[src/rtl/sgof_pkg.sv]
// ----------------------------------------------------------------------------
// sgof_pkg: shared types and constants of the outlier filter
// Widths, register codes, reset values and the effective-register rules.
// ----------------------------------------------------------------------------
`default_nettype none

package sgof_pkg;

   localparam int MAX_POINTS = 32;
   localparam int IDX_W      = 5;
   localparam int CNT_W      = 6;
   localparam int SAMPLE_W   = 16;
   localparam int Q_W        = 24;
   localparam int SUM_W      = 22;
   localparam int SQ_W       = 38;
   localparam int MB_W       = 22;
   localparam int PROD_W     = 60;
   localparam int DIVN_W     = 57;
   localparam int DIVD_W     = 12;
   localparam int SQRT_W     = 48;
   localparam int ROOT_W     = 24;
   localparam int UC_W       = 8;
   localparam int CSR_ADDR_W = 5;
   localparam int CSR_DATA_W = 32;

   localparam logic OPC_SAMPLE  = 1'b0;
   localparam logic OPC_RESTART = 1'b1;

   localparam logic [2:0] CSR_WINDOW_LEN     = 3'd0;
   localparam logic [2:0] CSR_BAD_LIMIT      = 3'd1;
   localparam logic [2:0] CSR_GATE_FACTOR    = 3'd2;
   localparam logic [2:0] CSR_CURRENT_WEIGHT = 3'd3;
   localparam logic [2:0] CSR_SD_INTERVAL    = 3'd4;
   localparam logic [2:0] CSR_MIN_DEVIATION  = 3'd5;
   localparam logic [2:0] CSR_INITIAL_VALUE  = 3'd6;
   localparam logic [2:0] CSR_INITIAL_DEV    = 3'd7;

   localparam logic [5:0]  RST_WINDOW_LEN  = 6'd10;
   localparam logic [5:0]  RST_BAD_LIMIT   = 6'd10;
   localparam logic [7:0]  RST_GATE_FACTOR = 8'd32;
   localparam logic [6:0]  RST_WEIGHT      = 7'd50;
   localparam logic [7:0]  RST_SD_INTERVAL = 8'd5;
   localparam logic [23:0] RST_MIN_DEV     = 24'd128;
   localparam logic [15:0] RST_INIT_VALUE  = 16'd0;
   localparam logic [23:0] RST_INIT_DEV    = 24'd1280;
   localparam logic [23:0] FALLBACK_DEV    = 24'd1280;

   typedef enum logic [0:0] {
      DS_DIV,
      DS_SQRT
   } ds_op_type;

   typedef struct packed {
      logic      start;
      ds_op_type op;
   } ds_ctrl_type;

   function automatic logic [5:0] eff_window(input logic [5:0] v);
      return (v >= 6'd1 && v <= 6'(MAX_POINTS)) ? v : RST_WINDOW_LEN;
   endfunction

   function automatic logic [5:0] eff_badlim(input logic [5:0] v);
      return (v >= 6'd1 && v <= 6'(MAX_POINTS)) ? v : RST_BAD_LIMIT;
   endfunction

   function automatic logic [7:0] eff_gate(input logic [7:0] v);
      return (v != 8'd0) ? v : RST_GATE_FACTOR;
   endfunction

   function automatic logic [6:0] eff_weight(input logic [6:0] v);
      return (v >= 7'd1 && v <= 7'd100) ? v : RST_WEIGHT;
   endfunction

   function automatic logic [7:0] eff_interval(input logic [7:0] v);
      return (v != 8'd0) ? v : RST_SD_INTERVAL;
   endfunction

   function automatic logic [23:0] eff_min(input logic [23:0] v);
      return (v != 24'd0) ? v : RST_MIN_DEV;
   endfunction

endpackage

`default_nettype wire

[src/rtl/sgof_if.sv]
// ----------------------------------------------------------------------------
// sgof_if: valid/ready channels of the outlier filter
// Request channel carries opcode and sample, response channel the results.
// ----------------------------------------------------------------------------
`default_nettype none

interface sgof_req_if
   import sgof_pkg::*;
();
   logic                       valid;
   logic                       ready;
   logic                       opcode;
   logic signed [SAMPLE_W-1:0] sample;

   modport source (output valid, opcode, sample, input ready);
   modport sink (input valid, opcode, sample, output ready);
endinterface

interface sgof_rsp_if
   import sgof_pkg::*;
();
   logic                  valid;
   logic                  ready;
   logic                  accepted;
   logic signed [Q_W-1:0] filtered_value;
   logic signed [Q_W-1:0] average;
   logic        [Q_W-1:0] deviation;

   modport source (output valid, accepted, filtered_value, average, deviation,
                   input ready);
   modport sink (input valid, accepted, filtered_value, average, deviation,
                 output ready);
endinterface

`default_nettype wire

[src/rtl/sigma_gated_outlier_filter.sv]
// ----------------------------------------------------------------------------
// sigma_gated_outlier_filter: sigma-gated moving average of signed samples
// Sequencer, sample stores, shared multiplier and the register port.
// ----------------------------------------------------------------------------
// The request channel takes one word at a time: a restart opcode or a signed
// sample. Every request word yields exactly one response word holding the
// accepted flag, the blended value, the windowed average and the deviation.
// The block is ready only while its sequencer is idle, and it may take the
// next request while the previous response still waits at the output.
// A restart goes straight to the finish state; a rejected sample first
// passes the gate multiply and compare states. An accepted sample, or a
// reject that swaps the bad set in, walks the window through the store,
// then, unless only one good sample is held, runs the shared 57-step
// divider for the average and, for a window of more than one sample, again
// for the blend, and on a deviation update a third time followed by the
// 24-step square root.
// Reset loads the register defaults and the restart state; the sample
// stores hold no reset value beyond the first good entry, which takes the
// default initial value. A stalled receiver simply holds the response
// register; a finished word waits in the sequencer until it can be loaded.
// The register port is APB-style, always ready, one register per word.
// ----------------------------------------------------------------------------
`default_nettype none

module sigma_gated_outlier_filter
   import sgof_pkg::*;
(
   input  wire logic                  clock,
   input  wire logic                  reset,
   sgof_req_if.sink                   req,
   sgof_rsp_if.source                 rsp,
   input  wire logic                  csr_psel,
   input  wire logic                  csr_penable,
   input  wire logic                  csr_pwrite,
   input  wire logic [CSR_ADDR_W-1:0] csr_paddr,
   input  wire logic [CSR_DATA_W-1:0] csr_pwdata,
   output logic      [CSR_DATA_W-1:0] csr_prdata,
   output logic                       csr_pready
);

   typedef enum logic [4:0] {
      ST_IDLE,
      ST_GATE_MUL,
      ST_GATE_CMP,
      ST_SUM,
      ST_AVG_DIV,
      ST_AVG_WAIT,
      ST_BL_WM,
      ST_BL_A,
      ST_BL_B,
      ST_BL_DIV,
      ST_BL_WAIT,
      ST_CNT,
      ST_DV_P1,
      ST_DV_P2,
      ST_DV_NN,
      ST_DV_DIV,
      ST_DV_WAIT,
      ST_DV_SQRT,
      ST_DV_SQWAIT,
      ST_FINISH
   } state_type;

   // Configuration registers, raw as written.
   logic [5:0]  win_cfg_ff;
   logic [5:0]  blim_cfg_ff;
   logic [7:0]  gate_cfg_ff;
   logic [6:0]  wgt_cfg_ff;
   logic [7:0]  intv_cfg_ff;
   logic [23:0] mindev_cfg_ff;
   logic [15:0] initv_cfg_ff;
   logic [23:0] initdev_cfg_ff;

   // Effective register values.
   logic [5:0]  win_e;
   logic [5:0]  blim_e;
   logic [7:0]  gate_e;
   logic [6:0]  wgt_e;
   logic [7:0]  intv_e;
   logic [23:0] min_e;

   // Filter state.
   state_type             state_ff;
   logic [CNT_W-1:0]      gc_ff;
   logic [CNT_W-1:0]      bc_ff;
   logic [UC_W-1:0]       uc_ff;
   logic [IDX_W-1:0]      base_ff;
   logic                  gsel_ff;
   logic signed [Q_W-1:0] avg_ff;
   logic signed [Q_W-1:0] out_ff;
   logic [Q_W-1:0]        dev_ff;

   // Per-word working registers.
   logic signed [SAMPLE_W-1:0] x_ff;
   logic                       acc_ff;
   logic [CNT_W-1:0]           iss_ff;
   logic                       rdv_ff;
   logic                       sqv_ff;
   logic signed [SUM_W-1:0]    sum_ff;
   logic signed [SQ_W-1:0]     sumsq_ff;
   logic signed [SAMPLE_W-1:0] last_ff;
   logic signed [PROD_W-1:0]   tmp_ff;
   logic                       neg_ff;

   // Response register.
   logic                  rsp_valid_ff;
   logic                  rsp_acc_ff;
   logic signed [Q_W-1:0] rsp_out_ff;
   logic signed [Q_W-1:0] rsp_avg_ff;
   logic [Q_W-1:0]        rsp_dev_ff;
   logic                  rsp_load;

   // Sample memory: two banks of MAX_POINTS, good bank picked by gsel_ff.
   logic [SAMPLE_W-1:0] mem [0:2*MAX_POINTS-1];
   logic signed [SAMPLE_W-1:0] rdata_ff;
   logic                 mem_we;
   logic [IDX_W:0]       mem_waddr;
   logic [SAMPLE_W-1:0]  mem_wdata;
   logic [IDX_W:0]       raddr;

   // Shared multiplier.
   logic signed [SQ_W-1:0]   mul_a;
   logic signed [MB_W-1:0]   mul_b;
   logic signed [PROD_W-1:0] prod_ff;

   // Divider and square root.
   ds_ctrl_type       ds_ctrl;
   logic [DIVN_W-1:0] ds_dividend;
   logic [DIVD_W-1:0] ds_divisor;
   logic              ds_done;
   logic [DIVN_W-1:0] ds_quot;
   logic [ROOT_W-1:0] ds_root;

   // Derived values.
   logic [CNT_W-1:0]       n_w;
   logic [IDX_W-1:0]       m_w;
   logic [CNT_W-1:0]       first_w;
   logic [DIVD_W-1:0]      m100_w;
   logic signed [29:0]     diff_w;
   logic [29:0]            adiff_w;
   logic                   pass_w;
   logic [CNT_W-1:0]       bcn_w;
   logic signed [29:0]     avnum_w;
   logic [29:0]            avmag_w;
   logic signed [39:0]     blsum_w;
   logic signed [47:0]     blnum_w;
   logic [47:0]            blmag_w;
   logic [UC_W:0]          ucn_w;
   logic [Q_W-1:0]         q24_w;
   logic [Q_W-1:0]         init_dev_w;
   logic signed [SUM_W-1:0] last_ext_w;
   logic                   csr_wr;

   assign win_e  = eff_window(win_cfg_ff);
   assign blim_e = eff_badlim(blim_cfg_ff);
   assign gate_e = eff_gate(gate_cfg_ff);
   assign wgt_e  = eff_weight(wgt_cfg_ff);
   assign intv_e = eff_interval(intv_cfg_ff);
   assign min_e  = eff_min(mindev_cfg_ff);

   assign n_w     = (gc_ff < win_e) ? gc_ff : win_e;
   assign m_w     = IDX_W'(n_w - 1'b1);
   assign first_w = gc_ff - n_w;
   assign m100_w  = (DIVD_W'(m_w) << 6) + (DIVD_W'(m_w) << 5) + (DIVD_W'(m_w) << 2);

   // Gate: |x*4096 - avg*16| against gate*dev, the product sitting in prod_ff.
   assign diff_w  = {{2{x_ff[SAMPLE_W-1]}}, x_ff, 12'b0} - {{2{avg_ff[Q_W-1]}}, avg_ff, 4'b0};
   assign adiff_w = diff_w[29] ? 30'(-diff_w) : 30'(diff_w);
   assign pass_w  = {3'b0, adiff_w} <= prod_ff[32:0];
   assign bcn_w   = bc_ff + 1'b1;

   assign avnum_w    = {sum_ff, 8'b0};
   assign avmag_w    = avnum_w[29] ? 30'(-avnum_w) : 30'(avnum_w);
   assign last_ext_w = SUM_W'(last_ff);
   assign blsum_w    = tmp_ff[39:0] + prod_ff[39:0];
   assign blnum_w    = {blsum_w, 8'b0};
   assign blmag_w    = blnum_w[47] ? 48'(-blnum_w) : 48'(blnum_w);
   assign ucn_w      = {1'b0, uc_ff} + 1'b1;
   assign q24_w      = ds_quot[Q_W-1:0];
   assign init_dev_w = (initdev_cfg_ff >= min_e) ? initdev_cfg_ff : FALLBACK_DEV;

   // ---------------------------------------------------------------- memory
   assign raddr = {gsel_ff, IDX_W'(base_ff + first_w[IDX_W-1:0] + iss_ff[IDX_W-1:0])};

   always_comb begin
      mem_we    = 1'b0;
      mem_waddr = {gsel_ff, {IDX_W{1'b0}}};
      mem_wdata = x_ff;
      if (reset) begin
         // Reset leaves the default initial value as the only good sample.
         mem_we    = 1'b1;
         mem_waddr = '0;
         mem_wdata = RST_INIT_VALUE;
      end else if (state_ff == ST_IDLE && req.valid && req.opcode == OPC_RESTART) begin
         mem_we    = 1'b1;
         mem_wdata = initv_cfg_ff;
      end else if (state_ff == ST_GATE_CMP) begin
         mem_we = 1'b1;
         if (pass_w) begin
            // Appending and shifting a full window both land at base + count.
            mem_waddr = {gsel_ff, IDX_W'(base_ff + gc_ff[IDX_W-1:0])};
         end else begin
            mem_waddr = {~gsel_ff, bc_ff[IDX_W-1:0]};
         end
      end
   end

   always_ff @(posedge clock) begin
      if (mem_we) begin
         mem[mem_waddr] <= mem_wdata;
      end
      rdata_ff <= mem[raddr];
   end

   // ------------------------------------------------------------ multiplier
   always_comb begin
      mul_a = '0;
      mul_b = '0;
      case (state_ff)
         ST_GATE_MUL: begin
            mul_a = SQ_W'(dev_ff);
            mul_b = MB_W'(gate_e);
         end
         ST_SUM: begin
            mul_a = SQ_W'(rdata_ff);
            mul_b = MB_W'(rdata_ff);
         end
         ST_BL_WM: begin
            mul_a = SQ_W'(wgt_e);
            mul_b = MB_W'(m_w);
         end
         ST_BL_A: begin
            mul_a = SQ_W'(last_ff);
            mul_b = prod_ff[MB_W-1:0];
         end
         ST_BL_B: begin
            mul_a = SQ_W'(7'd100 - wgt_e);
            mul_b = sum_ff - last_ext_w;
         end
         ST_DV_P1: begin
            mul_a = sumsq_ff;
            mul_b = MB_W'(n_w);
         end
         ST_DV_P2: begin
            mul_a = SQ_W'(sum_ff);
            mul_b = sum_ff;
         end
         ST_DV_NN: begin
            mul_a = SQ_W'(n_w);
            mul_b = MB_W'(n_w);
         end
         default: begin
            mul_a = '0;
            mul_b = '0;
         end
      endcase
   end

   always_ff @(posedge clock) begin
      prod_ff <= PROD_W'(mul_a * mul_b);
   end

   // ------------------------------------------------------- divide and root
   always_comb begin
      ds_ctrl.start = 1'b0;
      ds_ctrl.op    = DS_DIV;
      ds_dividend   = '0;
      ds_divisor    = DIVD_W'(n_w);
      case (state_ff)
         ST_AVG_DIV: begin
            // Round to nearest, ties away from zero, on the magnitude.
            ds_ctrl.start = 1'b1;
            ds_dividend   = DIVN_W'(avmag_w) + DIVN_W'(n_w[CNT_W-1:1]);
            ds_divisor    = DIVD_W'(n_w);
         end
         ST_BL_DIV: begin
            ds_ctrl.start = 1'b1;
            ds_dividend   = DIVN_W'(blmag_w) + DIVN_W'(m100_w[DIVD_W-1:1]);
            ds_divisor    = m100_w;
         end
         ST_DV_DIV: begin
            ds_ctrl.start = 1'b1;
            ds_dividend   = {tmp_ff[40:0], 16'b0};
            ds_divisor    = prod_ff[DIVD_W-1:0];
         end
         ST_DV_SQRT: begin
            ds_ctrl.start = 1'b1;
            ds_ctrl.op    = DS_SQRT;
         end
         default: begin
            ds_ctrl.start = 1'b0;
         end
      endcase
   end

   sgof_divsqrt u_divsqrt (
      .clock    (clock),
      .reset    (reset),
      .ctrl     (ds_ctrl),
      .dividend (ds_dividend),
      .divisor  (ds_divisor),
      .radicand (ds_quot[SQRT_W-1:0]),
      .done     (ds_done),
      .quotient (ds_quot),
      .root     (ds_root)
   );

   // ------------------------------------------------------------- sequencer
   assign rsp_load = (state_ff == ST_FINISH) && (!rsp_valid_ff || rsp.ready);

   always_ff @(posedge clock) begin
      if (reset) begin
         state_ff     <= ST_IDLE;
         gc_ff        <= CNT_W'(1);
         bc_ff        <= '0;
         uc_ff        <= '0;
         base_ff      <= '0;
         gsel_ff      <= 1'b0;
         avg_ff       <= '0;
         out_ff       <= '0;
         dev_ff       <= FALLBACK_DEV;
         rsp_valid_ff <= 1'b0;
         acc_ff       <= 1'b0;
         iss_ff       <= '0;
         rdv_ff       <= 1'b0;
         sqv_ff       <= 1'b0;
      end else begin
         if (rsp_load) begin
            rsp_valid_ff <= 1'b1;
            rsp_acc_ff   <= acc_ff;
            rsp_out_ff   <= out_ff;
            rsp_avg_ff   <= avg_ff;
            rsp_dev_ff   <= dev_ff;
         end else if (rsp.ready) begin
            rsp_valid_ff <= 1'b0;
         end

         case (state_ff)
            ST_IDLE: begin
               if (req.valid) begin
                  if (req.opcode == OPC_RESTART) begin
                     gc_ff    <= CNT_W'(1);
                     bc_ff    <= '0;
                     uc_ff    <= '0;
                     base_ff  <= '0;
                     avg_ff   <= {initv_cfg_ff, 8'b0};
                     out_ff   <= {initv_cfg_ff, 8'b0};
                     dev_ff   <= init_dev_w;
                     acc_ff   <= 1'b1;
                     state_ff <= ST_FINISH;
                  end else begin
                     x_ff     <= req.sample;
                     state_ff <= ST_GATE_MUL;
                  end
               end
            end
            ST_GATE_MUL: begin
               state_ff <= ST_GATE_CMP;
            end
            ST_GATE_CMP: begin
               sum_ff   <= '0;
               sumsq_ff <= '0;
               iss_ff   <= '0;
               rdv_ff   <= 1'b0;
               sqv_ff   <= 1'b0;
               if (pass_w) begin
                  if (gc_ff >= win_e) begin
                     base_ff <= base_ff + 1'b1;
                  end else begin
                     gc_ff <= gc_ff + 1'b1;
                  end
                  bc_ff    <= '0;
                  acc_ff   <= 1'b1;
                  state_ff <= ST_SUM;
               end else if (bcn_w >= blim_e) begin
                  // The bad bank becomes the good set, starting at entry zero.
                  gsel_ff  <= ~gsel_ff;
                  base_ff  <= '0;
                  gc_ff    <= bcn_w;
                  bc_ff    <= '0;
                  uc_ff    <= intv_e;
                  acc_ff   <= 1'b1;
                  state_ff <= ST_SUM;
               end else begin
                  bc_ff    <= bcn_w;
                  acc_ff   <= 1'b0;
                  state_ff <= ST_FINISH;
               end
            end
            ST_SUM: begin
               if (iss_ff < n_w) begin
                  iss_ff <= iss_ff + 1'b1;
               end
               rdv_ff <= (iss_ff < n_w);
               if (rdv_ff) begin
                  sum_ff  <= sum_ff + SUM_W'(rdata_ff);
                  last_ff <= rdata_ff;
               end
               sqv_ff <= rdv_ff;
               if (sqv_ff) begin
                  sumsq_ff <= sumsq_ff + prod_ff[SQ_W-1:0];
               end
               if (iss_ff == n_w && !rdv_ff && !sqv_ff) begin
                  if (gc_ff == CNT_W'(1)) begin
                     avg_ff   <= {last_ff, 8'b0};
                     out_ff   <= {last_ff, 8'b0};
                     state_ff <= ST_CNT;
                  end else begin
                     state_ff <= ST_AVG_DIV;
                  end
               end
            end
            ST_AVG_DIV: begin
               neg_ff   <= avnum_w[29];
               state_ff <= ST_AVG_WAIT;
            end
            ST_AVG_WAIT: begin
               if (ds_done) begin
                  avg_ff <= neg_ff ? Q_W'(-q24_w) : q24_w;
                  if (n_w == CNT_W'(1)) begin
                     out_ff   <= {last_ff, 8'b0};
                     state_ff <= ST_CNT;
                  end else begin
                     state_ff <= ST_BL_WM;
                  end
               end
            end
            ST_BL_WM: begin
               state_ff <= ST_BL_A;
            end
            ST_BL_A: begin
               state_ff <= ST_BL_B;
            end
            ST_BL_B: begin
               tmp_ff   <= prod_ff;
               state_ff <= ST_BL_DIV;
            end
            ST_BL_DIV: begin
               neg_ff   <= blsum_w[39];
               state_ff <= ST_BL_WAIT;
            end
            ST_BL_WAIT: begin
               if (ds_done) begin
                  out_ff   <= neg_ff ? Q_W'(-q24_w) : q24_w;
                  state_ff <= ST_CNT;
               end
            end
            ST_CNT: begin
               if (ucn_w >= {1'b0, intv_e}) begin
                  uc_ff    <= '0;
                  state_ff <= (gc_ff > CNT_W'(1)) ? ST_DV_P1 : ST_FINISH;
               end else begin
                  uc_ff    <= ucn_w[UC_W-1:0];
                  state_ff <= ST_FINISH;
               end
            end
            ST_DV_P1: begin
               state_ff <= ST_DV_P2;
            end
            ST_DV_P2: begin
               tmp_ff   <= prod_ff;
               state_ff <= ST_DV_NN;
            end
            ST_DV_NN: begin
               // n * sum of squares less the squared sum: n^2 times the variance.
               tmp_ff   <= tmp_ff - prod_ff;
               state_ff <= ST_DV_DIV;
            end
            ST_DV_DIV: begin
               state_ff <= ST_DV_WAIT;
            end
            ST_DV_WAIT: begin
               if (ds_done) begin
                  state_ff <= ST_DV_SQRT;
               end
            end
            ST_DV_SQRT: begin
               state_ff <= ST_DV_SQWAIT;
            end
            ST_DV_SQWAIT: begin
               if (ds_done) begin
                  dev_ff   <= (ds_root < min_e) ? min_e : ds_root;
                  state_ff <= ST_FINISH;
               end
            end
            ST_FINISH: begin
               if (rsp_load) begin
                  state_ff <= ST_IDLE;
               end
            end
            default: begin
               state_ff <= ST_IDLE;
            end
         endcase
      end
   end

   assign req.ready          = (state_ff == ST_IDLE);
   assign rsp.valid          = rsp_valid_ff;
   assign rsp.accepted       = rsp_acc_ff;
   assign rsp.filtered_value = rsp_out_ff;
   assign rsp.average        = rsp_avg_ff;
   assign rsp.deviation      = rsp_dev_ff;

   // -------------------------------------------------------- register port
   assign csr_wr     = csr_psel && csr_penable && csr_pwrite;
   assign csr_pready = 1'b1;

   always_ff @(posedge clock) begin
      if (reset) begin
         win_cfg_ff     <= RST_WINDOW_LEN;
         blim_cfg_ff    <= RST_BAD_LIMIT;
         gate_cfg_ff    <= RST_GATE_FACTOR;
         wgt_cfg_ff     <= RST_WEIGHT;
         intv_cfg_ff    <= RST_SD_INTERVAL;
         mindev_cfg_ff  <= RST_MIN_DEV;
         initv_cfg_ff   <= RST_INIT_VALUE;
         initdev_cfg_ff <= RST_INIT_DEV;
      end else if (csr_wr) begin
         case (csr_paddr[4:2])
            CSR_WINDOW_LEN:     win_cfg_ff     <= csr_pwdata[5:0];
            CSR_BAD_LIMIT:      blim_cfg_ff    <= csr_pwdata[5:0];
            CSR_GATE_FACTOR:    gate_cfg_ff    <= csr_pwdata[7:0];
            CSR_CURRENT_WEIGHT: wgt_cfg_ff     <= csr_pwdata[6:0];
            CSR_SD_INTERVAL:    intv_cfg_ff    <= csr_pwdata[7:0];
            CSR_MIN_DEVIATION:  mindev_cfg_ff  <= csr_pwdata[23:0];
            CSR_INITIAL_VALUE:  initv_cfg_ff   <= csr_pwdata[15:0];
            CSR_INITIAL_DEV:    initdev_cfg_ff <= csr_pwdata[23:0];
            default:            win_cfg_ff     <= win_cfg_ff;
         endcase
      end
   end

   always_comb begin
      case (csr_paddr[4:2])
         CSR_WINDOW_LEN:     csr_prdata = CSR_DATA_W'(win_cfg_ff);
         CSR_BAD_LIMIT:      csr_prdata = CSR_DATA_W'(blim_cfg_ff);
         CSR_GATE_FACTOR:    csr_prdata = CSR_DATA_W'(gate_cfg_ff);
         CSR_CURRENT_WEIGHT: csr_prdata = CSR_DATA_W'(wgt_cfg_ff);
         CSR_SD_INTERVAL:    csr_prdata = CSR_DATA_W'(intv_cfg_ff);
         CSR_MIN_DEVIATION:  csr_prdata = CSR_DATA_W'(mindev_cfg_ff);
         CSR_INITIAL_VALUE:  csr_prdata = CSR_DATA_W'(initv_cfg_ff);
         CSR_INITIAL_DEV:    csr_prdata = CSR_DATA_W'(initdev_cfg_ff);
         default:            csr_prdata = '0;
      endcase
   end

`ifndef ASSERT_OFF
   a_good_count_range: assert property (@(posedge clock) disable iff (reset)
      (gc_ff != 6'd0) && (gc_ff <= 6'(MAX_POINTS)))
      else $error("good count out of range");

   a_bad_count_range: assert property (@(posedge clock) disable iff (reset)
      bc_ff < 6'(MAX_POINTS))
      else $error("bad count reached the store depth");

   a_deviation_nonzero: assert property (@(posedge clock) disable iff (reset)
      dev_ff != '0)
      else $error("deviation dropped to zero");

   a_issue_bound: assert property (@(posedge clock) disable iff (reset)
      (state_ff == ST_SUM) |-> (iss_ff <= n_w))
      else $error("window walk read past its window");
`endif

endmodule

`default_nettype wire

[src/rtl/sgof_divsqrt.sv]
// ----------------------------------------------------------------------------
// sgof_divsqrt: iterative divider and square root
// Restoring division one quotient bit per cycle, integer root one bit per cycle.
// ----------------------------------------------------------------------------
`default_nettype none

module sgof_divsqrt
   import sgof_pkg::*;
(
   input  wire logic              clock,
   input  wire logic              reset,
   input  wire ds_ctrl_type       ctrl,
   input  wire logic [DIVN_W-1:0] dividend,
   input  wire logic [DIVD_W-1:0] divisor,
   input  wire logic [SQRT_W-1:0] radicand,
   output logic                   done,
   output logic [DIVN_W-1:0]      quotient,
   output logic [ROOT_W-1:0]      root
);

   localparam int STEP_W     = $clog2(DIVN_W + 1);
   localparam int SQRT_STEPS = SQRT_W / 2;

   logic              busy_ff;
   logic              done_ff;
   ds_op_type         op_ff;
   logic [STEP_W-1:0] cnt_ff;
   logic [DIVN_W-1:0] num_ff;
   logic [DIVD_W-1:0] rem_ff;
   logic [DIVD_W-1:0] den_ff;
   logic [SQRT_W-1:0] x_ff;
   logic [SQRT_W-1:0] r_ff;
   logic [SQRT_W-1:0] bit_ff;

   logic [DIVD_W:0]   trial;
   logic              fits;
   logic [DIVD_W-1:0] rem_in;
   logic [SQRT_W-1:0] sq_t;
   logic              sq_ge;
   logic              load;

   assign load   = ctrl.start && !busy_ff;
   assign trial  = {rem_ff, num_ff[DIVN_W-1]};
   assign fits   = trial >= {1'b0, den_ff};
   assign rem_in = fits ? DIVD_W'(trial - {1'b0, den_ff}) : trial[DIVD_W-1:0];
   assign sq_t   = r_ff + bit_ff;
   assign sq_ge  = x_ff >= sq_t;

   always_ff @(posedge clock) begin
      if (reset) begin
         busy_ff <= 1'b0;
         done_ff <= 1'b0;
         cnt_ff  <= '0;
      end else begin
         done_ff <= 1'b0;
         if (load) begin
            busy_ff <= 1'b1;
            cnt_ff  <= (ctrl.op == DS_SQRT) ? STEP_W'(SQRT_STEPS) : STEP_W'(DIVN_W);
         end else if (busy_ff) begin
            cnt_ff <= cnt_ff - 1'b1;
            if (cnt_ff == STEP_W'(1)) begin
               busy_ff <= 1'b0;
               done_ff <= 1'b1;
            end
         end
      end
   end

   always_ff @(posedge clock) begin
      if (load) begin
         op_ff  <= ctrl.op;
         num_ff <= dividend;
         rem_ff <= '0;
         den_ff <= divisor;
         x_ff   <= radicand;
         r_ff   <= '0;
         bit_ff <= {2'b01, {(SQRT_W-2){1'b0}}};
      end else if (busy_ff) begin
         if (op_ff == DS_DIV) begin
            num_ff <= {num_ff[DIVN_W-2:0], fits};
            rem_ff <= rem_in;
         end else begin
            if (sq_ge) begin
               x_ff <= x_ff - sq_t;
               r_ff <= (r_ff >> 1) + bit_ff;
            end else begin
               r_ff <= r_ff >> 1;
            end
            bit_ff <= bit_ff >> 2;
         end
      end
   end

   assign done     = done_ff;
   assign quotient = num_ff;
   assign root     = r_ff[ROOT_W-1:0];

endmodule

`default_nettype wire
[src/flat_wrapper.sv]
// flat-port wrapper written by rule: the top's interface ports become plain ports
module sigma_gated_outlier_filter_flat import sgof_pkg::*;
  (clock, reset, csr_psel, csr_penable, csr_pwrite, csr_paddr, csr_pwdata, csr_prdata, csr_pready, req_valid, req_opcode, req_sample, req_ready, rsp_valid, rsp_accepted, rsp_filtered_value, rsp_average, rsp_deviation, rsp_ready);
  sgof_req_if req_i ();
  sgof_rsp_if rsp_i ();
  input  wire logic clock;
  input  wire logic reset;
  input  wire logic csr_psel;
  input  wire logic csr_penable;
  input  wire logic csr_pwrite;
  input  wire logic [CSR_ADDR_W-1:0] csr_paddr;
  input  wire logic [CSR_DATA_W-1:0] csr_pwdata;
  output logic      [CSR_DATA_W-1:0] csr_prdata;
  output logic csr_pready;
  input wire logic [$bits(req_i.valid)-1:0] req_valid;
  input wire logic [$bits(req_i.opcode)-1:0] req_opcode;
  input wire logic [$bits(req_i.sample)-1:0] req_sample;
  output wire logic [$bits(req_i.ready)-1:0] req_ready;
  output wire logic [$bits(rsp_i.valid)-1:0] rsp_valid;
  output wire logic [$bits(rsp_i.accepted)-1:0] rsp_accepted;
  output wire logic [$bits(rsp_i.filtered_value)-1:0] rsp_filtered_value;
  output wire logic [$bits(rsp_i.average)-1:0] rsp_average;
  output wire logic [$bits(rsp_i.deviation)-1:0] rsp_deviation;
  input wire logic [$bits(rsp_i.ready)-1:0] rsp_ready;
  assign req_i.valid = req_valid;
  assign req_i.opcode = req_opcode;
  assign req_i.sample = req_sample;
  assign req_ready = req_i.ready;
  assign rsp_valid = rsp_i.valid;
  assign rsp_accepted = rsp_i.accepted;
  assign rsp_filtered_value = rsp_i.filtered_value;
  assign rsp_average = rsp_i.average;
  assign rsp_deviation = rsp_i.deviation;
  assign rsp_i.ready = rsp_ready;
  sigma_gated_outlier_filter u_core (.clock(clock), .reset(reset), .req(req_i), .rsp(rsp_i), .csr_psel(csr_psel), .csr_penable(csr_penable), .csr_pwrite(csr_pwrite), .csr_paddr(csr_paddr), .csr_pwdata(csr_pwdata), .csr_prdata(csr_prdata), .csr_pready(csr_pready));
endmodule
[config.mk]
export PLATFORM = sky130hd
export DESIGN_NAME = sigma_gated_outlier_filter_flat
export DESIGN_NICKNAME = d
export VERILOG_FILES = /design/src/rtl/sgof_pkg.sv /design/src/rtl/sgof_if.sv /design/src/rtl/sigma_gated_outlier_filter.sv /design/src/rtl/sgof_divsqrt.sv /design/src/flat_wrapper.sv
export SDC_FILE = /design/constraint.sdc
export NUM_CORES = 2
export LEC_CHECK = 0
export ABC_AREA = 0
export BUFFER_PORTS_ARGS = -buffer_cell sky130_fd_sc_hd__buf_2
export CORE_ASPECT_RATIO = 0.6
export CORE_MARGIN = 1
export CORE_UTILIZATION = 51
export DETAILED_ROUTE_END_ITERATION = 12
export PLACE_DENSITY = 0.67
export REMOVE_ABC_BUFFERS = 1
export SLEW_MARGIN = 20
export SYNTH_ARGS = -nofsm -noshare
export SYNTH_HDL_FRONTEND = slang
export SYNTH_HIERARCHICAL = 1
export SYNTH_SLANG_ARGS = --single-unit
[constraint.sdc]
create_clock -name clock -period 10 [get_ports clock]
set_clock_uncertainty 0.15 [all_clocks]
set_input_delay 0.5 -clock clock [delete_from_list [all_inputs] [get_ports clock]]
set_output_delay 0.5 -clock clock [all_outputs]
set_load 0.01 [all_outputs]
# Word level (Yosys, flattened, before mapping)
# Memory sizes are Yosys's and may differ from the RTL's. A register that Yosys moved wholly into a read port is not among the register bits.
# Index checks and enable logic that the tools add are counted.
[word_totals]
n_memories = 1
input_bits = 61
out_inout_bits = 108
register_bits = 708
mem_bits_rw = 1024
wordCells = 328
[memory_table]
columns = ["name", "words", "word_bits", "rd", "rd_clocked_by_memory_dff", "wr", "line_no", "text"]
rows = [
  ["u_core.mem", 64, 16, 1, 1, 1, "sigma_gated_outlier_filter.sv:114", "logic [SAMPLE_W-1:0] mem [0:2*MAX_POINTS-1];"],
]
[op_classes]
order_cmp = 17
n_mux = 115
n_addsub = 30
bitwise_logic = 6
n_mul = 1
eq_ne = 49
reduce_logical = 66
[ops]
columns = ["cell", "count"]
rows = [
  ["2-to-1 mux 24 bit", 14],
  ["case mux 38 bit (8 select lines)", 1],
  ["2-to-1 mux 48 bit", 6],
  ["case mux 32 bit (8 select lines)", 1],
  ["2-to-1 mux 57 bit", 3],
  ["case mux 57 bit (3 select lines)", 1],
  ["case mux 22 bit (7 select lines)", 1],
  ["2-to-1 mux 6 bit", 20],
  ["case mux 60 bit (2 select lines)", 1],
  ["case mux 5 bit (20 select lines)", 1],
  ["case mux 24 bit (4 select lines)", 1],
  ["2-to-1 mux 5 bit", 17],
  ["case mux 38 bit (2 select lines)", 1],
  ["case mux 24 bit (3 select lines)", 1],
  ["multiplier 38 x 22 -> 60 bit", 1],
  ["2-to-1 mux 30 bit", 2],
  ["negation 30 bit", 2],
  ["subtractor 60 bit", 1],
  ["2-to-1 mux 8 bit", 7],
  ["adder 48 x 11 -> 49 bit", 1],
  ["adder 47 x 47 -> 48 bit", 1],
  ["adder 48 x 47 -> 48 bit", 1],
  [">= comparator 48 bit", 1],
  ["negation 48 bit", 1],
  ["80 further kinds", 197],
]

# Longest topological paths before layout
[logic_depth]
depth_word = 11
mapped_depth = 46
ltp_nobuf = 42

# Hierarchy
# Netlist, hierarchy kept.
[modules_own_cells]
columns = ["mod", "seq_area_each_um2", "area_each_um2", "instances", "cells_each"]
rows = [
  ["sigma_gated_outlier_filter", 42350.6, 95527.9, 1, 8318],
  ["sgof_divsqrt", 5385.2, 15393.5, 1, 1892],
]

# Worst setup path after synthesis
# Ideal clock, no wire load.
[synth_path]
kind = "reg2reg"
start = "reg u_core.win_cfg_ff[2]"
end = "reg u_core.prod_ff[40]"
setup_time_ns = 0.122
synth_period_minus_slack_ns = 10.191
path_stages_with_launch = 43
arrival_time_ns = 9.919
required_ns = 9.728
setup_slack_ns = -0.191
cell_sequence = "dfxtp_1 -> clkbuf_1 -> nor4_1 -> xnor2_1 -> nand2_1 -> inv_1 -> ha_1 -> nand2b_1 -> a21oi_1 -> o41ai_2 -> mux2i_1 -> nand2_1 -> xnor2_1 -> a21o_1 -> clkbuf_1 -> clkbuf_1 -> nand2_1 -> fa_1 -> (+7 left out) -> inv_1 -> fa_1 -> fa_1 -> inv_1 -> ha_1 -> nor3_1 -> nand2_1 -> o21ai_0 -> a21oi_1 -> and4_1 -> o31ai_1 -> a31oi_1 -> o21ai_0 -> o21ai_0 -> a21oi_1 -> o21a_1 -> o21ai_0 -> xnor2_1"
[synth_between]
elab_chain_len = 8
word_cells_on_any_way = 10
[synth_rtl]
columns = ["item", "line_no", "text"]
rows = [
  ["start: declaration", "sigma_gated_outlier_filter.sv:65", "logic [5:0] win_cfg_ff;"],
  ["start signal: assignment", "sigma_gated_outlier_filter.sv:521", "CSR_WINDOW_LEN: win_cfg_ff <= csr_pwdata[5:0];"],
  ["start signal: assignment", "sigma_gated_outlier_filter.sv:529", "default: win_cfg_ff <= win_cfg_ff;"],
  [">= comparator 6 x 1 -> 1 bit / <= comparator 6 bit (equally long branches)", "sgof_pkg.sv:59", "return (v >= 6'd1 && v <= 6'(MAX_POINTS)) ? v : RST_WINDOW_LEN;"],
  ["logical AND 1 bit", "sgof_pkg.sv:59", ""],
  ["2-to-1 mux 6 bit (*)", "sgof_pkg.sv:59", ""],
  ["less-than comparator 6 bit", "sigma_gated_outlier_filter.sv:161", "assign n_w = (gc_ff < win_e) ? gc_ff : win_e;"],
  ["2-to-1 mux 6 bit (*)", "sigma_gated_outlier_filter.sv:161", ""],
  ["subtractor 5 x 1 -> 5 bit", "sigma_gated_outlier_filter.sv:162", "assign m_w = IDX_W'(n_w - 1'b1);"],
  ["case mux 22 bit (7 select lines)", "sigma_gated_outlier_filter.sv:219", "case (state_ff)"],
  ["multiplier 38 x 22 -> 60 bit (*)", "sigma_gated_outlier_filter.sv:260", "prod_ff <= PROD_W'(mul_a * mul_b);"],
  ["end signal: assignment", "sigma_gated_outlier_filter.sv:260", ""],
  ["end: declaration", "sigma_gated_outlier_filter.sv:124", "logic signed [PROD_W-1:0] prod_ff;"],
]
# Every way passes the cells marked *; elsewhere a longest branch is shown, timed or not.
# A chain may end at the register's enable or synchronous reset.

# Worst setup path after layout
[layout_path]
start = "reg u_core.last_ff[8]"
end = "reg u_core.prod_ff[40]"
[layout_between]
elab_chain_len = 3
word_cells_on_any_way = 4
[layout_rtl]
columns = ["item", "line_no", "text"]
rows = [
  ["start: declaration", "sigma_gated_outlier_filter.sv:101", "logic signed [SAMPLE_W-1:0] last_ff;"],
  ["start signal: assignment", "sigma_gated_outlier_filter.sv:397", "last_ff <= rdata_ff;"],
  ["subtractor 22 x 16 -> 22 bit", "sigma_gated_outlier_filter.sv:238", "mul_b = sum_ff - last_ext_w;"],
  ["case mux 22 bit (7 select lines)", "sigma_gated_outlier_filter.sv:219", ""],
  ["multiplier 38 x 22 -> 60 bit (*)", "sigma_gated_outlier_filter.sv:260", ""],
]
# Marks and branches as above.

==> results.cfg <==
[clock_tree]
insertion_delay_ns = 0.84
clockBufferDepth = 4
cts_root_buf = clkbuf_16
cts_max_level = 4
cts_buffers = 168
cts_sinks = 1710
cts_tree = done
clkTransAtPathRegs_ns = 0.07

[placement]
dp.cells = 13300
dp_hpwl_microns = 304000
dp_slack_ns = -0.372
portBuffers = 149
gp_congestion = 1.04
dpl-instance-area_sq_um = 119000

[grt]
grtUsageMet1_pct = 58.0
grt_pass1_vias = 81500
gr-total-overflow = 0
grt_pass1_wl_microns = 578000
top_usage_layer = met1
grt_use_met2_pct = 46.5
antenna_found_initial = 42
grt.total_usage_pct = 36.3
grt_use_met3_pct = 12.6
grt_max_degree = 94

[synth]
netlist-cell-type-count = 103
seq_area_frac_synth_pct = 43.0
synth_top_cell_by_area = edfxtp_1
synth_top_family_by_area = adder cells
yosys.area_share.simple_pct = 12.6
synthAdderAreaFrac_pct = 16.5
ys_ff_latch = 1710
syn_area_sq_um = 111000
async_flop_share_pct = 0
synth_top_area_share_pct = 36.5
synth_xor_area_share_pct = 3.96
synth_edf_count = 1349
synth_area_leaders = edfxtp_1 (37%), fa_1 (10%), mux4_2 (6.8%), dfxtp_1 (6.5%), ha_1 (6.1%)
yosys_warnings = 6
synthMuxAreaShare_pct = 7.84
synth_compound_area_share_pct = 11.0
syn_area_per_cell_sq_um = 10.9
synth_ff_type = edfxtp_1
syn_inst = 10200

[worst_setup_path]
critical-path-top-cell-by-count = xnor2_1
r2r_start = u_core/last_ff[8]
crit_fanout = 4
crit_path_end_kind = flip-flop
cp.arrival_ns = 10.36
reg2reg_slack_ns = 0.18
critPathSlowestCell = fa_1
cpPeakStageDelay_ns = 0.52
startpoint_type = flip-flop
path_class = reg2reg
ff2ff_path_depth = 41
rr_endpoint = u_core/prod_ff[40]
cp.required_ns = 10.54

[die]
rows = 132
die_area_sq_um = 219000
io_pins = 169
core-area_sq_um = 216000
fp.dieH_microns = 363
initial_core_util_pct = 51.3
die_w_microns = 604

[pwr]
peakVddDrop_v = 0.00158
p_leak_nw = 48.8
powerDensity_nw_per_um2 = 359
finalPower_mw = 45.5

[timing]
max_freq_mhz = 102
setup_ws_ns = 0.182
hold_slack_ns = 0.208
setup_viol = 0
rsz0062_at_grt = true
layout_min_cycle_time_ns = 9.82
slew_headroom_pct = 14.6
worstMarginPinSlew_ns = 1.27
hold_viol_final = 0
timing.final.crit_share_pct = 98.2
drv_slew = 0

[min_path]
hold_class = in2reg
holdPathEnd = u_core/dev_ff[7]
min_path_cells = 4
hp-start = req_opcode

[routing]
via_per_inst = 6.34
drtIter0Drc = 13200
drt-total-wl_microns = 404000
drc = 0
vias = 87100
firstDrtPassIters = 7
antenna_left = 0
wl_per_cell_microns = 29.4

[finish]
stdcell_area_sq_um = 127000
fillCellCount = 17600
multi_input_area_sq_um = 58800
area_growth_syn_to_layout_pct = 14.3
instances_no_fill = 13700
layout-drive-gt1-share_pct = 16.0
fin_nets = 11900
regArea_sq_um = 47700

[status]
status = complete, no violations

[flow_run]
drv_cap = 0
## worst max path at each step
stage,slack (ns),endpoint,cells past startpoint,start
6_report,0.18,u_core/prod_ff[40],41,u_core/last_ff[8]
3_3_place_gp,-0.24,u_core/prod_ff[36],43,u_core/win_cfg_ff[2]
5_1_grt,-0.23,u_core/prod_ff[40],41,u_core/last_ff[8]
3_5_place_dp,-0.37,u_core/prod_ff[36],43,u_core/win_cfg_ff[0]
2_1_floorplan,-5.86,u_core/rdata_ff[10],14,u_core/win_cfg_ff[0]
4_1_cts,-0.007,u_core/prod_ff[36],49,u_core/win_cfg_ff[0]
## repair_timing
| action | 4_1_cts | 5_1_grt |
|---|---|---|
| setup buffers | 12 | 38 |
| pin swaps | 30 | 167 |
| endpoints found under the setup margin | 10 | 14 |
| cloned | 0 | 1 |
| hold buffers | 41 | 0 |
| endpoints found under the hold margin | 130 | 0 |
| resized for setup | 50 | 156 |
## flip-flops by register name (all words and copies together) (netlist names), 22 cells and up
signal / count
u_core/u_divsqrt/bit_ff: 24
u_core/avg_ff: 24
u_core/u_divsqrt/x_ff: 48
u_core/rsp.filtered_value: 24
u_core/rsp.average: 24
u_core/u_divsqrt/r_ff: 48
u_core/out_ff: 24
u_core/u_divsqrt/quotient: 57
u_core/sumsq_ff: 38
u_core/dev_ff: 24
u_core/mem: 1024
u_core/initdev_cfg_ff: 24
u_core/mindev_cfg_ff: 24
u_core/prod_ff: 41
u_core/tmp_ff: 41
u_core/rsp.deviation: 24
u_core/sum_ff: 22
## metal layers
metal	wire length (microns)	part of all wire, %
met2	153000	38
met4	9290	2.3
met1	178000	44
met5	158	0.039
met3	63800	16
## kinds of logic (layout without fill, tap and decap cells)
family,Yosys count,count (layout)
xor+xnor,496,496
simple gates,3111,3111
mux,445,445
flops,1710,1710
buf+inv,1472,2079
compound gates,1858,1858
other cells,2,49
fa+ha+maj,1116,1116
## cell type report
cell class                 count  area share, %
antenna                       39         0.0770
clock buffer                 203           3.53
clock inverter                92          0.876
inverter                     940           2.79
multi-input combinational   7036           46.4
sequential                  1710           37.7
tap                         2881           2.84
timing repair buffer         844           5.81
## metrics by stage
stage               util, %  setup TNS, ns
finish                 58.7              0
global route           58.6         -0.567
global placement       55.2          -1.24
CTS                    58.1       -0.00656
detailed placement     55.2          -1.97
floorplan                 -        -113.88
## where the power goes
group	total, mW	internal [mW]	switching, mW
clock	6.65	3.77	2.88
sequential	9.19	8.46	0.726
combinational	29.7	11.9	17.7
## synth_stat cells (91+ instances only)
cell type / instances
inv_1: 936
o21ai_0: 375
dfxtp_1: 361
fa_1: 572
a21oi_1: 490
a31oi_1: 91
mux4_2: 337
xor2_1: 183
edfxtp_1: 1349
nand3_1: 119
ha_1: 544
nor3_1: 180
clkbuf_1: 430
nand2b_1: 95
xnor2_1: 309
nor2_1: 824
a21o_1: 144
nand2_1: 1345
a211oi_1: 94
## worst max-delay path: cells and delay by family, from the launching register on
| family | cells | cell delay, ns |
|---|---|---|
| flops | 1 | 0.35 |
| buf+inv | 6 | 0.48 |
| simple gates | 2 | 0.24 |
| compound gates | 9 | 2.20 |
| fa+ha+maj | 8 | 3.52 |
| xor+xnor | 16 | 2.75 |
## layout by cell type, fill, tap and decap left out, types with 56 or more instances in the layout
master     instances
a211oi_1          93
a21o_1           143
a21oi_1          459
a221oi_1          66
a31oi_1           88
and2_1            80
buf_12            92
buf_2            148
buf_4            537
clkbuf_16        174
dfxtp_1          357
edfxtp_1        1349
fa_1             548
ha_1             528
inv_1            918
mux2i_1           85
mux4_2           337
nand2_1         1335
nand2b_1          94
nand3_1          118
nand4_1           71
nor2_1           780
nor2b_1           77
nor3_1           172
nor4_1            56
o21ai_0          362
o21bai_1          57
o31ai_1           74
xnor2_1          303
xor2_1           181
(Power assumes the default switching activity.)
